### src/idf_pkg.sv
package idf_pkg;

   localparam int CHAR_W         = 7;
   localparam int GROUP_MAX      = 6;
   localparam int GROUP_CNT_W    = 3;
   localparam int QUEUE_DEPTH_DEF = 4;

   typedef struct packed {
      logic [7:0] name_byte;
      logic       byte_valid;
      logic       name_end;
   } req_word_type;

   typedef struct packed {
      logic [CHAR_W-1:0] out_char;
      logic              out_last;
   } rsp_word_type;

   // Characters one input word releases, oldest in slot 0.
   typedef struct packed {
      logic [GROUP_MAX-1:0][CHAR_W-1:0] chars;
      logic [GROUP_CNT_W-1:0]           count;
      logic                             ends;
   } group_type;

endpackage

### src/idf_front.sv
module idf_front (
   input  logic                 clock,
   input  logic                 reset,
   input  logic                 req_push,
   input  idf_pkg::req_word_type req_word,
   input  logic                 q_full,
   output logic                 q_push,
   output idf_pkg::group_type   q_group
);
   import idf_pkg::*;

   typedef enum logic [1:0] {
      LEAD_NONE = 2'd0,
      LEAD_C3   = 2'd1,
      LEAD_C4   = 2'd2,
      LEAD_C5   = 2'd3
   } lead_type;

   localparam logic [CHAR_W-1:0] CHAR_K  = 7'h6B;
   localparam logic [CHAR_W-1:0] CHAR_US = 7'h5F;
   localparam logic [CHAR_W-1:0] CHAR_NONE = 7'h00;
   localparam logic [7:0]        LEAD_BASE = 8'hC2;

   lead_type              held_ff, held_in;
   logic                  emitted_ff, emitted_in;
   logic                  pend_valid_ff, pend_valid_in;
   logic [CHAR_W-1:0]     pend_char_ff, pend_char_in;

   logic                  accept;
   logic [CHAR_W-1:0]     chr_list [GROUP_MAX];
   logic [GROUP_CNT_W-1:0] n;
   logic                  em;
   lead_type              held;
   logic [CHAR_W-1:0]     fold_char;
   logic [CHAR_W-1:0]     fresh_char;
   logic                  fresh_lead;
   logic                  fresh_digit;
   logic                  need_fresh;
   logic [7:0]            lead_diff;
   logic [7:0]            b;

   function automatic logic [CHAR_W-1:0] fold_pair(lead_type lead, logic [7:0] t);
      logic [CHAR_W-1:0] f;
      f = CHAR_NONE;
      case (lead)
         LEAD_C3: begin
            if (t == 8'hBC || t == 8'h9C) f = 7'h75;
            else if (t == 8'hB6 || t == 8'h96) f = 7'h6F;
            else if (t == 8'hA7 || t == 8'h87) f = 7'h63;
         end
         LEAD_C4: begin
            if (t == 8'hB1 || t == 8'hB0) f = 7'h69;
            else if (t == 8'h9F || t == 8'h9E) f = 7'h67;
         end
         LEAD_C5: begin
            if (t == 8'h9F || t == 8'h9E) f = 7'h73;
         end
         default: f = CHAR_NONE;
      endcase
      return f;
   endfunction

   assign accept = req_push && !q_full;
   assign b      = req_word.name_byte;

   // Classify the byte as if no lead were held, and fold it against the held lead.
   always_comb begin
      lead_diff   = b - LEAD_BASE;
      fresh_lead  = (b >= 8'hC3) && (b <= 8'hC5);
      fresh_digit = (b >= 8'h30) && (b <= 8'h39);
      if (b >= 8'h41 && b <= 8'h5A) begin
         fresh_char = b[CHAR_W-1:0] + 7'h20;
      end else if ((b >= 8'h61 && b <= 8'h7A) || fresh_digit) begin
         fresh_char = b[CHAR_W-1:0];
      end else begin
         fresh_char = CHAR_US;
      end
      fold_char  = fold_pair(held_ff, b);
   end

   always_comb begin
      for (int i = 0; i < GROUP_MAX; i++) chr_list[i] = CHAR_NONE;
      n    = '0;
      em   = emitted_ff;
      held = held_ff;
      need_fresh = req_word.byte_valid && (held_ff == LEAD_NONE || fold_char == CHAR_NONE);

      if (pend_valid_ff) begin
         chr_list[n] = pend_char_ff;
         n = n + 1'b1;
      end
      if (req_word.byte_valid && held_ff != LEAD_NONE) begin
         chr_list[n] = (fold_char != CHAR_NONE) ? fold_char : CHAR_US;
         n    = n + 1'b1;
         em   = 1'b1;
         held = LEAD_NONE;
      end
      if (need_fresh) begin
         if (fresh_lead) begin
            held = lead_type'(lead_diff[1:0]);
         end else begin
            if (!em && fresh_digit) begin
               chr_list[n] = CHAR_K;
               n = n + 1'b1;
            end
            chr_list[n] = fresh_char;
            n  = n + 1'b1;
            em = 1'b1;
         end
      end
      if (req_word.name_end) begin
         // flush a lead byte that never got its trail
         if (held != LEAD_NONE) begin
            chr_list[n] = CHAR_US;
            n  = n + 1'b1;
            em = 1'b1;
         end
         if (!em) begin
            chr_list[0] = 7'h6B;
            chr_list[1] = 7'h61;
            chr_list[2] = 7'h74;
            chr_list[3] = 7'h6D;
            chr_list[4] = 7'h61;
            chr_list[5] = 7'h6E;
            n = GROUP_CNT_W'(GROUP_MAX);
         end
      end

      for (int i = 0; i < GROUP_MAX; i++) q_group.chars[i] = chr_list[i];
      q_group.ends = req_word.name_end;

      if (req_word.name_end) begin
         q_group.count = n;
         held_in       = LEAD_NONE;
         emitted_in    = 1'b0;
         pend_valid_in = 1'b0;
         pend_char_in  = CHAR_NONE;
      end else begin
         // hold back the newest character until we know whether it is last
         q_group.count = (n == '0) ? '0 : n - 1'b1;
         held_in       = held;
         emitted_in    = em;
         pend_valid_in = (n != '0);
         pend_char_in  = (n != '0) ? chr_list[n - 1'b1] : pend_char_ff;
      end
      q_push = accept && (q_group.count != '0);
   end

   always_ff @(posedge clock) begin
      if (reset) begin
         held_ff       <= LEAD_NONE;
         emitted_ff    <= 1'b0;
         pend_valid_ff <= 1'b0;
      end else if (accept) begin
         held_ff       <= held_in;
         emitted_ff    <= emitted_in;
         pend_valid_ff <= pend_valid_in;
      end
   end

   always_ff @(posedge clock) begin
      if (accept) begin
         pend_char_ff <= pend_char_in;
      end
   end

endmodule

### src/idf_queue.sv
module idf_queue #(
   parameter int DEPTH = idf_pkg::QUEUE_DEPTH_DEF
) (
   input  logic               clock,
   input  logic               reset,
   input  logic               q_push,
   input  idf_pkg::group_type q_group,
   input  logic               q_pop,
   output idf_pkg::group_type q_head,
   output logic               q_full,
   output logic               q_empty
);
   import idf_pkg::*;

   localparam int PTR_W = (DEPTH > 1) ? $clog2(DEPTH) : 1;
   localparam int CNT_W = $clog2(DEPTH + 1);
   localparam logic [PTR_W-1:0] PTR_LAST = PTR_W'(DEPTH - 1);
   localparam logic [CNT_W-1:0] CNT_FULL = CNT_W'(DEPTH);

   group_type        slot_ff [DEPTH];
   logic [PTR_W-1:0] wr_ptr_ff, wr_ptr_in;
   logic [PTR_W-1:0] rd_ptr_ff, rd_ptr_in;
   logic [CNT_W-1:0] cnt_ff, cnt_in;

   assign q_full  = (cnt_ff == CNT_FULL);
   assign q_empty = (cnt_ff == '0);
   assign q_head  = slot_ff[rd_ptr_ff];

   always_comb begin
      wr_ptr_in = wr_ptr_ff;
      rd_ptr_in = rd_ptr_ff;
      cnt_in    = cnt_ff;
      if (q_push) begin
         wr_ptr_in = (wr_ptr_ff == PTR_LAST) ? '0 : wr_ptr_ff + 1'b1;
      end
      if (q_pop) begin
         rd_ptr_in = (rd_ptr_ff == PTR_LAST) ? '0 : rd_ptr_ff + 1'b1;
      end
      if (q_push && !q_pop) begin
         cnt_in = cnt_ff + 1'b1;
      end else if (q_pop && !q_push) begin
         cnt_in = cnt_ff - 1'b1;
      end
   end

   always_ff @(posedge clock) begin
      if (reset) begin
         wr_ptr_ff <= '0;
         rd_ptr_ff <= '0;
         cnt_ff    <= '0;
      end else begin
         wr_ptr_ff <= wr_ptr_in;
         rd_ptr_ff <= rd_ptr_in;
         cnt_ff    <= cnt_in;
      end
   end

   always_ff @(posedge clock) begin
      if (q_push) begin
         slot_ff[wr_ptr_ff] <= q_group;
      end
   end

endmodule

### src/idf_back.sv
module idf_back (
   input  logic                  clock,
   input  logic                  reset,
   input  idf_pkg::group_type    q_head,
   input  logic                  q_empty,
   output logic                  q_pop,
   output idf_pkg::rsp_word_type rsp_word,
   output logic                  rsp_empty,
   input  logic                  rsp_pop
);
   import idf_pkg::*;

   logic [GROUP_CNT_W-1:0] idx_ff, idx_in;
   logic                   out_valid_ff, out_valid_in;
   rsp_word_type           out_word_ff, out_word_in;
   logic                   load;
   logic                   at_tail;

   assign rsp_empty = !out_valid_ff;
   assign rsp_word  = out_word_ff;

   always_comb begin
      load    = !q_empty && (!out_valid_ff || rsp_pop);
      at_tail = (idx_ff == q_head.count - 1'b1);
      q_pop   = load && at_tail;
      idx_in  = idx_ff;
      out_valid_in = out_valid_ff && !rsp_pop;
      out_word_in  = out_word_ff;
      if (load) begin
         out_valid_in         = 1'b1;
         out_word_in.out_char = q_head.chars[idx_ff];
         out_word_in.out_last = q_head.ends && at_tail;
         // advance through the group, drop it after its final character
         idx_in = at_tail ? '0 : idx_ff + 1'b1;
      end
   end

   always_ff @(posedge clock) begin
      if (reset) begin
         idx_ff       <= '0;
         out_valid_ff <= 1'b0;
      end else begin
         idx_ff       <= idx_in;
         out_valid_ff <= out_valid_in;
      end
   end

   always_ff @(posedge clock) begin
      out_word_ff <= out_word_in;
   end

endmodule

### src/identifier_folder.sv
// Identifier folder: turns a UTF-8 name, pushed one word per byte, into a safe lower-case
// SQL identifier over [a-z0-9_], popped one character per word with out_last on the final
// one. Turkish two-byte letters fold to ASCII, upper case is lowered, other bytes become
// '_', a leading digit gets a 'k' in front and an empty name yields "katman". The newest
// character is held back until the next word shows whether the name ends there. A word is
// accepted every cycle while the group queue (QUEUE_DEPTH entries) has room; the output
// stage delivers one character per cycle while rsp_pop keeps it drained, and a word
// releases up to six characters, for an empty name. A character is registered in the queue
// slot and then in the output register before it appears on the result ports.
module identifier_folder #(
   parameter int QUEUE_DEPTH = idf_pkg::QUEUE_DEPTH_DEF
) (
   input  logic                  clock,
   input  logic                  reset,
   input  logic                  req_push,
   input  idf_pkg::req_word_type req_word,
   output logic                  req_full,
   output logic                  rsp_empty,
   input  logic                  rsp_pop,
   output idf_pkg::rsp_word_type rsp_word
);
   import idf_pkg::*;

   logic      q_push;
   logic      q_pop;
   logic      q_full;
   logic      q_empty;
   group_type q_group;
   group_type q_head;

   assign req_full = q_full;

   idf_front u_front (
      .clock    (clock),
      .reset    (reset),
      .req_push (req_push),
      .req_word (req_word),
      .q_full   (q_full),
      .q_push   (q_push),
      .q_group  (q_group)
   );

   idf_queue #(
      .DEPTH (QUEUE_DEPTH)
   ) u_queue (
      .clock   (clock),
      .reset   (reset),
      .q_push  (q_push),
      .q_group (q_group),
      .q_pop   (q_pop),
      .q_head  (q_head),
      .q_full  (q_full),
      .q_empty (q_empty)
   );

   idf_back u_back (
      .clock     (clock),
      .reset     (reset),
      .q_head    (q_head),
      .q_empty   (q_empty),
      .q_pop     (q_pop),
      .rsp_word  (rsp_word),
      .rsp_empty (rsp_empty),
      .rsp_pop   (rsp_pop)
   );

   a_reset_clear: assert property (@(posedge clock)
      reset |=> rsp_empty && !req_full)
      else $error("outputs not cleared after reset");

   a_no_push_full: assert property (@(posedge clock) disable iff (reset)
      q_full |-> !q_push)
      else $error("group pushed into a full queue");

   a_no_pop_empty: assert property (@(posedge clock) disable iff (reset)
      q_pop |-> !q_empty)
      else $error("group popped from an empty queue");

   a_back_loads: assert property (@(posedge clock) disable iff (reset)
      !q_empty && rsp_empty |=> !rsp_empty)
      else $error("output stage idle while groups wait");

endmodule
### config.mk
export PLATFORM = sky130hd
export DESIGN_NAME = identifier_folder
export DESIGN_NICKNAME = d
export VERILOG_FILES = /design/src/idf_pkg.sv /design/src/idf_front.sv /design/src/idf_queue.sv /design/src/idf_back.sv /design/src/identifier_folder.sv
export SDC_FILE = /design/constraint.sdc
export NUM_CORES = 1
export LEC_CHECK = 0
export BUFFER_PORTS_ARGS = -buffer_cell sky130_fd_sc_hd__buf_2
export CAP_MARGIN = 30
export CORE_ASPECT_RATIO = 1.75
export CORE_UTILIZATION = 50
export CTS_BUF_LIST = sky130_fd_sc_hd__clkbuf_8 sky130_fd_sc_hd__clkbuf_16
export DETAILED_ROUTE_END_ITERATION = 10
export PLACE_DENSITY = 0.63
export SETUP_SLACK_MARGIN = 0.15
export SLEW_MARGIN = 10
export SYNTH_ARGS = -nofsm -noshare
export SYNTH_HDL_FRONTEND = slang
export SYNTH_SLANG_ARGS = --single-unit
### constraint.sdc
create_clock -name clock -period 7.1 [get_ports clock]
set_input_delay 1.065 -clock clock [delete_from_list [all_inputs] [get_ports clock]]
set_output_delay 1.065 -clock clock [all_outputs]
set_load 0.01 [all_outputs]
After elaboration in Yosys (flattened, before gate mapping). Memory sizes are Yosys's and may differ from the RTL's. A register that Yosys moved wholly into a read port is not among the register bits. Index checks and enable logic that the tools add are counted.

Word-level logic and storage cells: 186. RAM bits: 184. Bits in registers: 30. Output and inout port bits: 10. Memories kept: 1.

Order comparisons: 18. Multiplexer cells: 69. Bitwise gates (word level): 11. Add/sub/neg operators: 13. Equality and inequality tests: 17. Reduce and logical (&&, ||, !) cells: 46.

Memory list: u_queue.slot_ff (words 4, width 46, rd ports 1, clocked after Yosys merged registers in 1, wr ports 1, line idf_queue.sv:20) `group_type slot_ff [DEPTH];`.

Operator list (count): 2-to-1 mux 42 bit (9); 2-to-1 mux 7 bit (18); bitwise mux 42 bit (2); demux 7 bit (select 3 bit) (4); equality test 8 bit (second input constant) (10); binary-select mux 7 bit (select 3 bit) (2); 2-to-1 mux 3 bit (14); bitwise OR 36 bit (1); bitwise OR 30 bit (1); one-hot mux 7 bit (3 select lines) (1); greater-or-equal comparator 4 bit (second input constant) (5); logical AND 1 bit (19); greater-or-equal comparator 8 x 7 -> 1 bit (second input constant) (2); less-or-equal comparator 8 x 7 -> 1 bit (second input constant) (2); less-than comparator 4 x 1 -> 1 bit (second input constant) (4); 2-to-1 mux 2 bit (8); inverter 3 -> 4 bit (4); adder 3 x 1 -> 3 bit (second input constant) (5); AND 12 bit (1); inverter 12 bit (1); 2-to-1 mux 1 bit (11); subtractor 3 x 1 -> 3 bit (second input constant) (3); equality test 2 bit (second input constant) (4); greater-or-equal comparator 8 x 6 -> 1 bit (second input constant) (1); 23 further kinds (42).

Longest topological paths before layout.
Depth after elaboration: 27. Depth in mapped cells: 25. Mapped depth without buffers: 24.

Hierarchy. From an unflattened synthesis, not the netlist that was laid out.

Cells, all modules: 704. Area total of the unflattened synthesis: 10393.7 um2.

Modules (own cells, without submodules): idf_queue (cells each 284, sequential area each 5705.5 um2, area an instance 7140.6 um2, instances 1); idf_front (cells each 346, sequential area each 290.3 um2, area an instance 2373.5 um2, instances 1); idf_back (cells each 74, sequential area each 320.3 um2, area an instance 879.6 um2, instances 1).

Worst setup path before layout. Ideal clock, no wire load.

Path kind: input to register. From: input req_word[8] in the netlist's numbering. To: memory u_queue.slot_ff[3][0] in the netlist's numbering (enable). Buffers on the path: 1. Stages: 20. Setup time: 408 ps. Required time: 6692 ps. Slack: 1062 ps. Arrival: 5630 ps. Cells stage by stage: buf_2 > inv_1 > ha_1 > nor3b_2 > o221ai_2 > nor2_1 > inv_1 > fa_1 > inv_1 > nor4_1 > a32o_1 > a222oi_1 > o21ai_0 > ha_1 > nand2_1 > nor2_1 > mux2i_1 > and2_1 > a41oi_4 > and2_1.

Word-level cells in the longest chain between the ends: 22. Elaborated cells between the ends (all ways): 57.

Ends and longest elaborated chain: start: declaration (line identifier_folder.sv:16) `input idf_pkg::req_word_type req_word,`; branches (longest 14 deep; another with greater-or-equal comparator 8 x 6 -> 1 bit); 2-to-1 mux 3 bit * (line idf_front.sv:111) `if (req_word.name_end) begin`; subtractor 3 x 1 -> 3 bit / logical NOT 3 bit (equally long branches) (line idf_front.sv:140) `q_group.count = (n == '0) ? '0 : n - 1'b1;`; 2-to-1 mux 3 bit (line idf_front.sv:140); 2-to-1 mux 3 bit * (line idf_front.sv:132) `if (req_word.name_end) begin`; nonzero test 3 bit * (line idf_front.sv:146) `q_push = accept && (q_group.count != '0);`; logical AND 1 bit * (line idf_front.sv:146); named net q_push (line identifier_folder.sv:24) `logic q_push;`; 2-to-1 mux 1 bit * (line idf_queue.sv:59) `if (q_push) begin`; 2-to-1 mux 1 bit (not written as such) * (line idf_queue.sv:60) `slot_ff[wr_ptr_ff] <= q_group;`; end: declaration (line idf_queue.sv:20).

Mark *: on every way through the listed nets, which the timed path passes. The select of a mux whose other input is x is not followed.

Worst setup path after layout.
From: input req_word[8] in the netlist's numbering. To: register u_queue.cnt_ff[2].

Word-level cells in the longest chain between the ends: 23. Elaborated cells between the ends (all ways): 60.

Ends and longest elaborated chain: branches (longest 14 deep; another with greater-or-equal comparator 8 x 6 -> 1 bit); 2-to-1 mux 3 bit * (line idf_front.sv:111); subtractor 3 x 1 -> 3 bit / logical NOT 3 bit (equally long branches) (line idf_front.sv:140); 2-to-1 mux 3 bit (line idf_front.sv:140); 2-to-1 mux 3 bit * (line idf_front.sv:132); nonzero test 3 bit * (line idf_front.sv:146); logical AND 1 bit * (line idf_front.sv:146); named net q_push (line identifier_folder.sv:24); logical NOT 1 bit (line idf_queue.sv:41) `end else if (q_pop && !q_push) begin`; logical AND 1 bit (line idf_queue.sv:41); nonzero test 2 bit (no line); end signal: assignment (line idf_queue.sv:54) `cnt_ff <= cnt_in;`; end: declaration (line idf_queue.sv:23) `logic [CNT_W-1:0] cnt_ff, cnt_in;`.

Marked as above. A chain may end at the register's enable or synchronous reset.

==> results.yml <==
sta:
  setup_viol: 0
  post-route-period-util_pct: 83.6
  worst_pin_slew_ns: 0.993
  setup-tns-final_ns: 0
  min_period_ns: 5.94
  whs_ns: 0.474
  final_max_slew_viol_count: 0
  fmax_mhz: 168
  rsz0062_at_grt: "false"
  hold_violations: 0
  skew_ns: 0.00951
  relSlewSlack_pct: 33.5
layout:
  postLayoutCellArea_sq_um: 11400
  antennaDiodeCount: 0
  multi_input_area_sq_um: 3770
  fillers: 1608
  final_common_cell: "edfxtp_1"
  nets: 763
  area_growth_pct: 9.70
  fin_util_pct: 56.1
  drive_above_1_share_pct: 21.5
  layout.cells.most_common_list: "199 x edfxtp_1, 57 x nor2_1, 55 x mux4_2"
  register_area_sq_um: 6320
power_and_ir_drop:
  vdd_ir_drop_max_uv: 221
  power_density_nw_per_um2: 310
  power_mw: 3.53
  leakagePower_nw: 3.95
place:
  dpl.hpwl_um: 16800
  io_buffers: 23
  postPlaceCellArea_sq_um: 10700
  gp_congestion: 1.01
worst_setup_path:
  critical-path-top-delay-family: "adder cells"
  path_buf_inv: 5
  path_class: "input port to register"
  critPathMaxStageDelay_ns: 0.57
  cp_slowest_cell: "fa_1"
  cpMostUsedCell: "inv_1"
  endpoint_kind: "register"
  crit_fanout: 12
  startpoint_type: "input port"
  required_ns: 7.52
  cp.arrival_ns: 6.35
run:
  cap_viol_max_count: 0
clocking:
  cts_max_level: 1
  clkSlewWorstSetupHoldPaths_ns: 0.06
  cts_root_buf: "clkbuf_16"
  cts_hold_buf: 0
  cts_setup_buffers: 0
  cts_tree: "yes"
  clock_latency_ns: 0.49
  numCtsBuffers: 20
  clockBufferDepth: 3
  cts.sinks: 216
  cts_resized: 0
floorplan:
  coreArea_sq_um: 20300
  boundaryPins: 24
  die_w_um: 111
  start_util_pct: 51.2
  dieArea_sq_um: 21400
  num_rows: 69
  fp.dieH_um: 193
detailed_routing:
  drtPass1Iterations: 6
  ant_nets: 0
  drtIter0Drc: 448
  drcViolationCount: 0
  vias: 6293
  viasPerCell: 6.34
  routedWlPerCell_um: 24.2
  wl_um: 24000
synth:
  synth_nets: 744
  ys_seq_area_share_pct: 60.8
  synth_edf_count: 199
  synth_top_area_share_pct: 57.6
  synth_area_sq_um: 10400
  avgSynthCellArea_sq_um: 14.6
  synth_top_area_cell: "edfxtp_1"
  synthTopCellsByArea: "edfxtp_1 58%, mux4_2 12%, dfxtp_1 3.3%, nor2_1 2.1%, ha_1 1.9%"
  ys_ff_latch: 216
  async_flop_share_pct: 0
  synth_ff_type: "edfxtp_1"
  yosysWarnings: 0
  syn_inst: 712
  ys_types: 86
grt:
  grt_pass1_wl_um: 37300
  first_global_vias: 6555
  grt-ovfl-total: 0
  grt_max_degree: 47
  grt_use_total_pct: 23.1
  grt_antenna_before_repair: 0
status:
  outcome: "finished clean"
hold_path:
  hp-class: "register to register"
## final timing paths
kind	start	end	slack, ns	cells after the start
worst min-delay path	u_back.out_valid_ff	u_back.out_valid_ff	0.47	2
worst max register to register	u_front.held_ff[0]	u_queue.cnt_ff[2]	1.50	22
worst min register to register	u_back.out_valid_ff	u_back.out_valid_ff	0.47	2
worst max-delay path	req_word[8]	u_queue.cnt_ff[2]	1.16	25
## Yosys cell counts (all sizes together), types with 4 or more instances
cell type,instances
nand2,41
edfxtp,199
xnor2,5
nor2,60
mux2i,15
mux4,55
nand3,11
o31ai,6
xor2,7
buf,18
dfxtp,17
ha,16
nand2b,9
o211a,5
or3,7
o211ai,6
nor4,7
inv,36
a21oi,19
nor3,17
nor2b,5
and2,8
o21a,5
a31oi,4
o21ai,38
o221ai,4
o22ai,14
clkbuf,17
## state kept, by name, indices dropped and copies added, names as in the netlist, named ones only
register and count:
u_front.pend_char_ff 7, u_queue.rd_ptr_ff 2, u_queue.wr_ptr_ff 2, u_back.idx_ff 3
u_front.held_ff 2, u_back.out_valid_ff 1, u_queue.cnt_ff 3, u_front.pend_valid_ff 1
u_front.emitted_ff 1, u_back.rsp_word 8, u_queue.slot_ff 184
## layout make-up
type | count | area share (%)
clock buffer | 21 | 4.61
clock inverter | 14 | 0.824
inverter | 37 | 1.22
multi-input combinational | 424 | 33.1
sequential | 216 | 55.5
tap | 248 | 2.72
timing repair buffer | 32 | 2.00
## worst min-delay path, delay by kind of cell (launching register included)
family,cells,cell delay [ns]
AND/OR/NAND/NOR,1,0.06
flip-flops,1,0.32
AO/OA/AOI/OAI,1,0.05
## per-stage QoR
stage	instances	setup slack, ns
2_1_floorplan	712	1.06
4_1_cts	991	1.19
6_report	992	1.16
3_3_place_gp	956	0.959
3_5_place_dp	956	0.667
5_1_grt	992	0.829
## power by group
group / total [mW] / leakage, nW / internal, mW / switching, mW
sequential: 1.67 / 2.03 / 1.60 / 0.0691
combinational: 0.851 / 1.60 / 0.380 / 0.470
clock: 1.01 / 0.319 / 0.573 / 0.438
## routing by layer
metal / routed length, um / global-route usage [%]
met1: 8900 / 26.9
met4: 1070 / 10.1
met3: 974 / 2.01
met5: 0 / 0
met2: 13100 / 43.3
## kinds of logic after synthesis
group,after synthesis,synth area share (%)
AOI/OAI and AO/OA,138,9.87
xor gates and xnor gates,12,1.16
adders and majority gates,18,2.31
buffers and inverters,72,2.88
DFF,216,60.8
muxes,70,13.4
and+or+nand+nor,186,9.53
Note: power is estimated with default switching activity, not from simulation.
